$ cat src/sv/edbf_pkg.sv
package edbf_pkg;

  // Stream widths: fields packed from bit 0 up, padded to whole bytes.
  localparam int unsigned IN_TDATA_W  = 56;
  localparam int unsigned IN_TUSER_W  = 2;
  localparam int unsigned OUT_TDATA_W = 104;
  localparam int unsigned OUT_TUSER_W = 1;

  // Input tdata: pkt_byte, direction, port_index, blocked_addr (LSB first).
  typedef struct packed {
    logic [6:0]  pad;
    logic [31:0] blocked_addr;
    logic [7:0]  port_index;
    logic        direction;
    logic [7:0]  pkt_byte;
  } in_data_t;

  // Output tdata: drop, out_direction, out_port, pkt_len, cap_len,
  // pkt_count, table_status (LSB first).
  typedef struct packed {
    logic [3:0]  pad;
    logic [1:0]  table_status;
    logic [63:0] pkt_count;
    logic [7:0]  cap_len;
    logic [15:0] pkt_len;
    logic [7:0]  out_port;
    logic        out_direction;
    logic        drop;
  } out_data_t;

  typedef enum logic [1:0] {
    REQ_PKT = 2'd0,
    REQ_ADD = 2'd1,
    REQ_DEL = 2'd2
  } req_e;

  typedef enum logic [1:0] {
    ST_OK   = 2'd0,
    ST_FULL = 2'd1,
    ST_MISS = 2'd2
  } status_e;

  localparam logic KIND_VERDICT = 1'b0;
  localparam logic KIND_ACK     = 1'b1;

  localparam logic [15:0] ETH_VLAN_Q  = 16'h8100;
  localparam logic [15:0] ETH_VLAN_AD = 16'h88A8;
  localparam logic [15:0] ETH_IPV4    = 16'h0800;
  localparam logic [3:0]  IP_VER4     = 4'd4;

  localparam logic [15:0] POS_MAX     = 16'hFFFF;
  localparam logic [15:0] CAPTURE_MAX = 16'd128;

  // Header offsets
  localparam logic [15:0] OFS_TYPE_HI = 16'd12;
  localparam logic [15:0] OFS_TYPE_LO = 16'd13;
  localparam logic [15:0] OFS_TAG_HI  = 16'd16;
  localparam logic [15:0] OFS_TAG_LO  = 16'd17;
  localparam logic [15:0] L3_UNTAG    = 16'd14;
  localparam logic [15:0] L3_TAG      = 16'd18;
  localparam logic [15:0] OFS_DST     = 16'd16;
  localparam logic [15:0] OFS_DST_END = 16'd19;
  localparam logic [15:0] L3_MIN_LEN  = 16'd20;

endpackage

$ cat src/sv/egress_ipv4_dest_blocklist_filter_top.sv
// Pipeline: two register stages (input register, result register); a result is formed from
// the input register and held in the result register that drives m_axis_tvalid.
// Throughput: one item per cycle, packet bytes and table requests alike; only the
// result register stalls the pipe, and only while m_axis_tready is low.
// Blocklist: TABLE_ENTRIES-entry CAM in flops, all entries compared in parallel.
// Reset (rst_ni low, async): parse state, counters, valid bits and handshake state
// clear at once; no clearing pass, s_axis_tready is high as soon as reset is released.
module egress_ipv4_dest_blocklist_filter_top #(
  parameter int unsigned TABLE_ENTRIES = 16
) (
  input  logic                                clk_i,
  input  logic                                rst_ni,
  input  logic                                s_axis_tvalid,
  output logic                                s_axis_tready,
  // pkt_byte[7:0], direction[8], port_index[16:9], blocked_addr[48:17], zero pad
  input  logic [edbf_pkg::IN_TDATA_W-1:0]     s_axis_tdata,
  // req_type[1:0]
  input  logic [edbf_pkg::IN_TUSER_W-1:0]     s_axis_tuser,
  // last_byte
  input  logic                                s_axis_tlast,
  output logic                                m_axis_tvalid,
  input  logic                                m_axis_tready,
  // drop[0], out_direction[1], out_port[9:2], pkt_len[25:10], cap_len[33:26],
  // pkt_count[97:34], table_status[99:98], zero pad
  output logic [edbf_pkg::OUT_TDATA_W-1:0]    m_axis_tdata,
  // result_kind[0]
  output logic [edbf_pkg::OUT_TUSER_W-1:0]    m_axis_tuser
);
  import edbf_pkg::*;

  // ---------------- input register ----------------
  logic                  in_valid_q, in_valid_d;
  logic [IN_TDATA_W-1:0] in_tdata_q;
  logic [IN_TUSER_W-1:0] in_tuser_q;
  logic                  in_tlast_q;

  // ---------------- result register ----------------
  logic                   out_valid_q, out_valid_d;
  out_data_t              out_data_q, out_data_d;
  logic [OUT_TUSER_W-1:0] out_kind_q, out_kind_d;

  // ---------------- parse state ----------------
  logic [15:0] pos_q, pos_d;
  logic [15:0] eth_q, eth_d;
  logic        tag_q, tag_d;
  logic [3:0]  ver_q, ver_d;
  logic [31:0] dest_q, dest_d;
  logic        dir_q, dir_d;
  logic [7:0]  port_q, port_d;
  logic [63:0] ing_total_q, ing_total_d;
  logic [63:0] egr_total_q, egr_total_d;

  // ---------------- blocklist CAM ----------------
  logic [31:0]              entry_addr_q [TABLE_ENTRIES];
  logic [TABLE_ENTRIES-1:0] entry_valid_q, entry_valid_d;
  logic [TABLE_ENTRIES-1:0] hit_addr_vec, hit_dest_vec, free_oh, add_we;

  // Pipe advances when the result slot is free or being drained this cycle.
  logic advance;
  assign advance       = in_valid_q && (!out_valid_q || m_axis_tready);
  assign s_axis_tready = !in_valid_q || advance;

  in_data_t in_d;
  req_e     req;
  logic     first, hit_addr, hit_dest, full;
  logic [15:0] eth0, eth1, eth2, l3, pos_next;
  logic        tag0, tag1;
  logic [3:0]  ver0, ver1;
  logic [31:0] dest0, dest1;
  logic        dir_v;
  logic [7:0]  port_v;
  logic        drop;
  logic [63:0] cnt;
  logic [15:0] cap;

  assign in_d = in_data_t'(in_tdata_q);
  assign req  = req_e'(in_tuser_q);

  // Byte parser: each stage of the header update is one mux on the last.
  always_comb begin
    first  = (pos_q == '0);
    dir_v  = first ? in_d.direction  : dir_q;
    port_v = first ? in_d.port_index : port_q;
    eth0   = first ? '0 : eth_q;
    tag0   = first ? 1'b0 : tag_q;
    ver0   = first ? '0 : ver_q;
    dest0  = first ? '0 : dest_q;

    eth1 = eth0;
    if (pos_q == OFS_TYPE_HI || (tag0 && pos_q == OFS_TAG_HI)) begin
      eth1 = {in_d.pkt_byte, eth0[7:0]};
    end
    eth2 = eth1;
    if (pos_q == OFS_TYPE_LO || (tag0 && pos_q == OFS_TAG_LO)) begin
      eth2 = {eth1[15:8], in_d.pkt_byte};
    end
    tag1 = tag0 || (pos_q == OFS_TYPE_LO &&
                    (eth2 == ETH_VLAN_Q || eth2 == ETH_VLAN_AD));
    l3   = tag1 ? L3_TAG : L3_UNTAG;
    ver1 = (pos_q == l3) ? in_d.pkt_byte[7:4] : ver0;
    dest1 = dest0;
    if (pos_q >= l3 + OFS_DST && pos_q <= l3 + OFS_DST_END) begin
      dest1 = {dest0[23:0], in_d.pkt_byte};
    end
    pos_next = (pos_q != POS_MAX) ? pos_q + 16'd1 : pos_q;
  end

  // CAM compare against the request address and the parsed destination.
  always_comb begin
    for (int i = 0; i < TABLE_ENTRIES; i++) begin
      hit_addr_vec[i] = entry_valid_q[i] && (entry_addr_q[i] == in_d.blocked_addr);
      hit_dest_vec[i] = entry_valid_q[i] && (entry_addr_q[i] == dest1);
    end
  end
  assign hit_addr = |hit_addr_vec;
  assign hit_dest = |hit_dest_vec;
  assign full     = &entry_valid_q;
  // lowest clear valid bit, one-hot
  assign free_oh  = ~entry_valid_q & (entry_valid_q + TABLE_ENTRIES'(1));

  assign drop = dir_v && (pos_next >= l3 + L3_MIN_LEN) && (eth2 == ETH_IPV4) &&
                (ver1 == IP_VER4) && hit_dest;
  assign cnt  = dir_v ? egr_total_q + 64'd1 : ing_total_q + 64'd1;
  assign cap  = (pos_next > CAPTURE_MAX) ? CAPTURE_MAX : pos_next;

  always_comb begin
    pos_d         = pos_q;
    eth_d         = eth_q;
    tag_d         = tag_q;
    ver_d         = ver_q;
    dest_d        = dest_q;
    dir_d         = dir_q;
    port_d        = port_q;
    ing_total_d   = ing_total_q;
    egr_total_d   = egr_total_q;
    entry_valid_d = entry_valid_q;
    add_we        = '0;
    out_data_d    = out_data_q;
    out_kind_d    = out_kind_q;
    out_valid_d   = out_valid_q && !m_axis_tready;

    if (advance) begin
      unique case (req)
        REQ_PKT: begin
          eth_d  = eth2;
          tag_d  = tag1;
          ver_d  = ver1;
          dest_d = dest1;
          dir_d  = dir_v;
          port_d = port_v;
          pos_d  = in_tlast_q ? '0 : pos_next;
          if (in_tlast_q) begin
            if (dir_v) begin
              egr_total_d = cnt;
            end else begin
              ing_total_d = cnt;
            end
            out_valid_d              = 1'b1;
            out_kind_d               = KIND_VERDICT;
            out_data_d               = '0;
            out_data_d.drop          = drop;
            out_data_d.out_direction = dir_v;
            out_data_d.out_port      = port_v;
            out_data_d.pkt_len       = pos_next;
            out_data_d.cap_len       = cap[7:0];
            out_data_d.pkt_count     = cnt;
            out_data_d.table_status  = ST_OK;
          end
        end
        REQ_ADD: begin
          out_valid_d             = 1'b1;
          out_kind_d              = KIND_ACK;
          out_data_d              = '0;
          out_data_d.table_status = ST_OK;
          if (!hit_addr) begin
            if (full) begin
              out_data_d.table_status = ST_FULL;
            end else begin
              add_we        = free_oh;
              entry_valid_d = entry_valid_q | free_oh;
            end
          end
        end
        REQ_DEL: begin
          out_valid_d             = 1'b1;
          out_kind_d              = KIND_ACK;
          out_data_d              = '0;
          out_data_d.table_status = hit_addr ? ST_OK : ST_MISS;
          entry_valid_d           = entry_valid_q & ~hit_addr_vec;
        end
        default: begin
          // unused request code: consumed, no result
        end
      endcase
    end
  end

  always_comb begin
    in_valid_d = in_valid_q;
    if (s_axis_tready) begin
      in_valid_d = s_axis_tvalid;
    end
  end

  always_ff @(posedge clk_i or negedge rst_ni) begin
    if (!rst_ni) begin
      in_valid_q    <= 1'b0;
      out_valid_q   <= 1'b0;
      pos_q         <= '0;
      eth_q         <= '0;
      tag_q         <= 1'b0;
      ver_q         <= '0;
      dest_q        <= '0;
      dir_q         <= 1'b0;
      port_q        <= '0;
      ing_total_q   <= '0;
      egr_total_q   <= '0;
      entry_valid_q <= '0;
    end else begin
      in_valid_q    <= in_valid_d;
      out_valid_q   <= out_valid_d;
      pos_q         <= pos_d;
      eth_q         <= eth_d;
      tag_q         <= tag_d;
      ver_q         <= ver_d;
      dest_q        <= dest_d;
      dir_q         <= dir_d;
      port_q        <= port_d;
      ing_total_q   <= ing_total_d;
      egr_total_q   <= egr_total_d;
      entry_valid_q <= entry_valid_d;
    end
  end

  // payload registers, no reset
  always_ff @(posedge clk_i) begin
    if (s_axis_tready && s_axis_tvalid) begin
      in_tdata_q <= s_axis_tdata;
      in_tuser_q <= s_axis_tuser;
      in_tlast_q <= s_axis_tlast;
    end
    out_data_q <= out_data_d;
    out_kind_q <= out_kind_d;
    for (int i = 0; i < TABLE_ENTRIES; i++) begin
      if (add_we[i]) begin
        entry_addr_q[i] <= in_d.blocked_addr;
      end
    end
  end

  assign m_axis_tvalid = out_valid_q;
  assign m_axis_tdata  = out_data_q;
  assign m_axis_tuser  = out_kind_q;

endmodule

$ cat config.mk
export PLATFORM = sky130hd
export DESIGN_NAME = egress_ipv4_dest_blocklist_filter_top
export DESIGN_NICKNAME = d
export VERILOG_FILES = /design/src/sv/edbf_pkg.sv /design/src/sv/egress_ipv4_dest_blocklist_filter_top.sv
export SDC_FILE = /design/constraint.sdc
export NUM_CORES = 2
export LEC_CHECK = 0
export ABC_CLOCK_PERIOD_IN_PS = 9400
export BUFFER_PORTS_ARGS = -buffer_cell sky130_fd_sc_hd__buf_2
export CAP_MARGIN = 20
export CORE_UTILIZATION = 50
export CTS_BUF_LIST = sky130_fd_sc_hd__clkbuf_4
export DETAILED_ROUTE_END_ITERATION = 7
export GPL_TIMING_DRIVEN = 0
export MAX_ROUTING_LAYER = met4
export PLACE_DENSITY = 0.67
export SLEW_MARGIN = 10
export SYNTH_ARGS = -nofsm -noshare
export SYNTH_HDL_FRONTEND = slang
export SYNTH_SLANG_ARGS = --single-unit
export TNS_END_PERCENT = 50
$ cat constraint.sdc
create_clock -name clk_i -period 9.4 [get_ports clk_i]
set_input_delay 0.47 -clock clk_i [delete_from_list [all_inputs] [get_ports clk_i]]
set_output_delay 0.47 -clock clk_i [all_outputs]
set_load 0.1 [all_outputs]
* Yosys cells after proc, flatten, opt, wreduce, memory -nomap -nowiden
Memory sizes are Yosys's and may differ from the RTL's.
Index checks and enable logic that the tools add are counted.
** Operators by class
- Equality and inequality tests :: 47
- Shift operators :: 0
- $mul :: 0
- Reduce and logical (&&, ||, !) cells :: 82
- Add/subtract/negate cells :: 7
- Divide/modulo/power cells :: 0
- Mux-type cells :: 109
- Order comparisons :: 4
- Bitwise gates (word level) :: 6
** Operators by type and width (count)
- $eq 32x32->1 :: 32
- $mux 32 :: 17
- $reduce_or 32->1 :: 15
- $pmux 104 s3 :: 1
- $mux 16 :: 10
- $add 64x1->64 const B :: 2
- $mux 104 :: 1
- $mux 4 :: 17
- $mux 64 :: 1
- $mux 1 :: 54
- $logic_and 1x1->1 :: 43
- $add 16x1->16 const B :: 2
- $and 16x16->16 :: 2
- $eq 16x16->1 const B :: 2
- $eq 16x4->1 const B :: 2
- $eq 16x5->1 const B :: 2
- $ge 16x6->1 :: 2
- $not 16->16 :: 2
- $pmux 16 s2 :: 1
- $reduce_or 16->1 :: 2
- $mux 8 :: 3
- $add 5x5->6 const B :: 3
- $eq 16x12->1 const B :: 1
- $eq 16x5->1 :: 1
- 23 further kinds :: 37
** Storage, ports and cells
- Input port bits :: 63
- Bits in latches :: 0
- Memories kept :: 1
- Flip-flop bits (word level) :: 381
- ROM bits :: 0
- RAM bits :: 512
** Memories
- entry_addr_q :: depth 16, bits a word 32, rd ports 16, clocked after memory_dff 0, write ports 1, line egress_ipv4_dest_blocklist_filter_top.sv:54 : logic [31:0] entry_addr_q [TABLE_ENTRIES];

* Longest topological paths before layout
An unclocked memory read counts as a cell.
- Depth after elaboration :: 25
- Mapped depth :: 28

* Least setup slack after synthesis
No wires, ideal clock.
- Path type :: register to register
- From :: register pos_q[0]
- To :: register out_data_q (netlist bit m_axis_tdata[0]), data pin
- Clock period less this slack :: 6.313 ns
- Arrival time :: 6.133 ns
- Cell stages (with the launch flop) :: 26
- Path slack :: 3.087 ns
- Required time :: 9.220 ns
- Library setup time :: 0.180 ns
- Path through :: dfrtp_1 inv_1 ha_1 nor4b_2 and4_1 buf_4 clkbuf_1 clkbuf_1 o21ai_0 o31ai_1 nand3_1 o41ai_1 ha_1 or2_2 a211oi_1 a211o_1 buf_2 mux2_2 buf_2 xnor2_1 nor4_1 nand2_1 or4_1 o22ai_1 nor4_1 a221oi_1
** Between the ends
- Word-level cells in the longest chain between the ends :: 20
** Ends and longest elaborated chain
- start, declared :: line egress_ipv4_dest_blocklist_filter_top.sv:43 : logic [15:0] pos_q, pos_d;
- start signal, assigned :: line egress_ipv4_dest_blocklist_filter_top.sv:222 : pos_q <= pos_d;
- $logic_not 16->1 :: line egress_ipv4_dest_blocklist_filter_top.sv:81 : first = (pos_q == '0);
- $mux 1 :: line egress_ipv4_dest_blocklist_filter_top.sv:85 : tag0 = first ? 1'b0 : tag_q;
- $logic_and 1x1->1 (on tied branches) :: line egress_ipv4_dest_blocklist_filter_top.sv:94, egress_ipv4_dest_blocklist_filter_top.sv:90
- $logic_or 1x1->1 (on tied branches) :: line egress_ipv4_dest_blocklist_filter_top.sv:94, egress_ipv4_dest_blocklist_filter_top.sv:90
- $mux 8 or $mux 16 (tied branches) :: line egress_ipv4_dest_blocklist_filter_top.sv:94, egress_ipv4_dest_blocklist_filter_top.sv:90
- $eq 16x16->1 :: line egress_ipv4_dest_blocklist_filter_top.sv:98 : (eth2 == ETH_VLAN_Q || eth2 == ETH_VLAN_AD));
- $logic_or 1x1->1 :: line egress_ipv4_dest_blocklist_filter_top.sv:98
- $logic_and 1x1->1 :: line egress_ipv4_dest_blocklist_filter_top.sv:97 : tag1 = tag0 || (pos_q == OFS_TYPE_LO &&
- [1 not listed]
- via tag1 :: line egress_ipv4_dest_blocklist_filter_top.sv:67 : logic tag0, tag1;
- [3 not listed]
- $logic_and 1x1->1 :: line egress_ipv4_dest_blocklist_filter_top.sv:102 : if (pos_q >= l3 + OFS_DST && pos_q <= l3 + OFS_DST_END) begin
- $mux 32 :: line egress_ipv4_dest_blocklist_filter_top.sv:102
- $eq 32x32->1 :: line egress_ipv4_dest_blocklist_filter_top.sv:112 : hit_dest_vec[i] = entry_valid_q[i] && (entry_addr_q[i] == dest1);
- $logic_and 1x1->1 :: line egress_ipv4_dest_blocklist_filter_top.sv:112
- $reduce_or 16->1 :: line egress_ipv4_dest_blocklist_filter_top.sv:116 : assign hit_dest = |hit_dest_vec;
- $logic_and 1x1->1 * :: line egress_ipv4_dest_blocklist_filter_top.sv:122 : (ver1 == IP_VER4) && hit_dest;
- $mux 104 * :: line egress_ipv4_dest_blocklist_filter_top.sv:152 : if (in_tlast_q) begin
- $pmux 104 s3 * :: line egress_ipv4_dest_blocklist_filter_top.sv:143 : unique case (req)
- end signal, assigned :: line egress_ipv4_dest_blocklist_filter_top.sv:242 : out_data_q <= out_data_d;
- end, declared :: line egress_ipv4_dest_blocklist_filter_top.sv:39 : out_data_t out_data_q, out_data_d;
Mark *: on every way through the listed nets, which the timed path passes. The rest lies on a longest branch. The select of a mux whose other input is x is not followed.
A chain may end at the register's enable or synchronous reset.

* Final worst setup path
Same ends and word-level chain as after synthesis.

==> reports/qor.yml <==
status: "complete, but fails checks"
violations: "DRC"
drv_cap: 0
critPathSlowestCell: "o41ai_1"
fin_crit_sh: 0.992
drt_first_pass_iters: 8
p_int_uw: 7020
synth_cells: 4051
yosysUniqueCellTypes: 88
powerDensity_nw_per_um2: 198
synth-adder-area-share: 0.00451
start_util: 0.505
netlist.area_leader.share: 0.423
wl_mm: 203
seqCellArea_um2: 25600
path_max_fanout: 10
stdcell_area_um2: 55200
syn_avg_cell_area_um2: 11.6
muxShareOfSynthArea: 0.0252
synth_compound_area_frac: 0.0591
yosysMostFrequentCell: "xnor2_1"
via_count: 38700
ios: 170
fillers: 8012
die_h_um: 309
p_sw_frac: 0.356
place.gp.congestion: 1.06
routed_via_density: 6.33
clock.fmax_mhz: 107
synth_top_family_by_area: "XOR/XNOR gates"
setup-violations-final: 0
yosysWarnings: 0
post-route-util: 0.591
critPathKind: "flip-flop to flip-flop"
die-area_um2: 95500
dp_cells: 5541
die_width_um: 309
hold_class: "input port to flip-flop"
final_layout_size_suffix_gt1_frac: 0.171
cts_tree: "done"
hpwlAfterDp_mm: 142
grt_pass1_vias: 36800
syn-cell-area_um2: 47200
multiInputGateArea_um2: 20400
comb_power_share: 0.244
drc: 4
critPathRequiredTime_ns: 10.45
leakagePower_uw: 0.0194
syn_to_final_growth_pct: 17.0
max_slew_margin: 0.133
finalCriticalPeriod_ns: 9.33
critPathMaxStageDelay_ns: 0.93
synthXorXnorAreaFrac: 0.216
synth-edff-count: 665
cts_max_path_buffers: 3
grt-ovfl-total: 0
cts.sink_count: 889
ir_worst_vdd_mv: 0.196
ys_ff_latch: 889
crit_arrival_ns: 10.38
root_buffer: "clkbuf_4"
synth_common_cells: "890 x xnor2_1, 665 x edfxtp_1, 320 x nand2_1, 273 x xor2_1, 224 x dfrtp_1"
final_cells: 6104
hold_viol: 0
antenna_found_initial: 11
p_sw_uw: 3890
layout.nets: 4723
slew_violations: 0
clock-skew-final_ns: 0.123
insertion_delay_ns: 1.29
start_kind: "flip-flop"
cp-end-kind: "flip-flop"
postPlaceCellArea_um2: 50600
cts_buffers: 234
seqPwrFrac: 0.416
cts.clk_slew.worst_paths_ns: 0.08
grt_usage: 0.438
grt_first_pass_wirelength_mm: 277
drt_first_iter_violations: 6073
wl_per_cell_um: 33.3
grt_max_degree: 90
async_reset_ff_frac: 0.252
synth_top_area_cell: "edfxtp_1"
synth_flop_cell: "edfxtp_1"
tightestPinTransition_ns: 1.30
cts_max_level: 4
core_um2: 93300
std_cell_rows: 112
io_buffers: 158
yosys.area_share.simple: 0.125
synthTopCellsByArea: "edfxtp_1 42%, xnor2_1 17%, dfrtp_1 12%, xor2_1 5.1%, nand4_1 2.8%"
ant_nets: 0
clockPowerShare: 0.341
rsz0062_at_grt: "false"
ys_seq_area_frac: 0.542
==> per-layer routing <==
metal	share of wire	GRT usage	up-vias
met1	0.35	0.519	18900
li1	-	-	15900
met3	0.13	0.115	846
met2	0.43	0.635	3063
met4	0.091	0.337	0
met5	0	-	-
==> critical path, delay by kind of cell, from the launching register on <==
kind / cells / cell delay, ns
flops: 1 / 0.47
buf+inv: 7 / 2.49
compound gates: 9 / 3.59
fa+ha+maj: 2 / 0.62
simple gates: 8 / 1.94
==> sequential cells by signal, summed over array words and instances, names as in the netlist <==
register,cells
ver_q,4
entry_valid_q,16
in_tuser_q,2
egr_total_q,64
in_d,49
pos_q,16
m_axis_tdata,100
port_q,8
ing_total_q,64
dest_q,32
m_axis_tuser,1
eth_q,16
in_valid_q,1
entry_addr_q,512
dir_q,1
tag_q,1
in_tlast_q,1
m_axis_tvalid,1
==> area by class of cell <==
| type | instances | share of cell area |
|---|---|---|
| Antenna cell | 17 | 0.000771 |
| Buffer | 243 | 0.0208 |
| Clock buffer | 340 | 0.0463 |
| Clock inverter | 86 | 0.0122 |
| Inverter | 49 | 0.00333 |
| Multi-Input combinational cell | 2873 | 0.370 |
| Sequential cell | 889 | 0.463 |
| Tap cell | 1254 | 0.0284 |
| Timing Repair Buffer | 353 | 0.0546 |
==> what timing repair did <==
| item | CTS | global route |
|---|---|---|
| hold buffers | 111 | 0 |
| endpoints found under the hold margin | 212 | 0 |
| resized for setup | 5 | 13 |
| setup endpoints to repair | 1 | 1 |
| setup buffers | 0 | 1 |
==> kinds of logic after synthesis <==
family          Yosys count
fa+ha+maj                17
flops                   889
other cells               1
compound gates          417
simple gates           1159
mux                     113
xor+xnor               1163
buf+inv                 292
==> through the flow <==
step / total power [uW] / worst slack, ns / TNS [ns] / hold slack [ns]
finish: 10900 / 0.0707 / 0 / 0.305
global route: 11100 / 0.0165 / 0 / 0.314
CTS: 10800 / 0.120 / 0 / 0.232
detailed placement: 7100 / -0.441 / -0.441 / 0.459
global placement: 7060 / -1.91 / -126.97 / 0.456
floorplan: 6070 / 3.09 / 0 / 0.174
==> worst paths after layout <==
check | start | to | slack, ns | cells after the start
max | pos_q[0] | m_axis_tdata[0] | 0.07 | 26
min in group asynchronous | rst_ni | dest_q[21] | 0.36 | 4
max reg2reg | pos_q[0] | m_axis_tdata[0] | 0.07 | 26
max in group asynchronous | rst_ni | egr_total_q[24] | 8.19 | 5
min | m_axis_tready | m_axis_tvalid | 0.31 | 4
min reg2reg | ing_total_q[63] | ing_total_q[63] | 0.47 | 1
==> layout by cell type, fill, tap and decap left out, types with 12 or more instances in the layout <==
master / n
o22ai_1: 27
and3_1: 38
clkinv_2: 19
dlygate4sd3_1: 110
edfxtp_1: 665
diode_2: 17
xor2_1: 273
buf_6: 17
nor3_1: 51
nor2_1: 199
mux2_2: 36
dfrtp_1: 224
clkinv_1: 50
buf_4: 49
nand2_1: 320
buf_16: 12
nand4_1: 214
o221ai_1: 14
a31oi_1: 25
a211oi_1: 17
inv_1: 46
buf_2: 248
a221oi_1: 13
nor4_1: 111
a21oi_1: 46
nand3_1: 117
o21ai_0: 140
a22o_1: 21
clkbuf_1: 118
buf_8: 15
ha_1: 17
xnor2_1: 890
clkbuf_4: 344
mux2i_1: 72
==> power by group through the flow <==
stage	Sequential, uW	Clock, uW	Combinational, uW
3_3_place_gp	4650	0	2410
6_report	4540	3710	2660
2_1_floorplan	4900	0	1170
3_5_place_dp	4610	0	2490
4_1_cts	4530	3710	2530
5_1_grt	4540	3910	2680
Power figures use the tool's default switching activity.
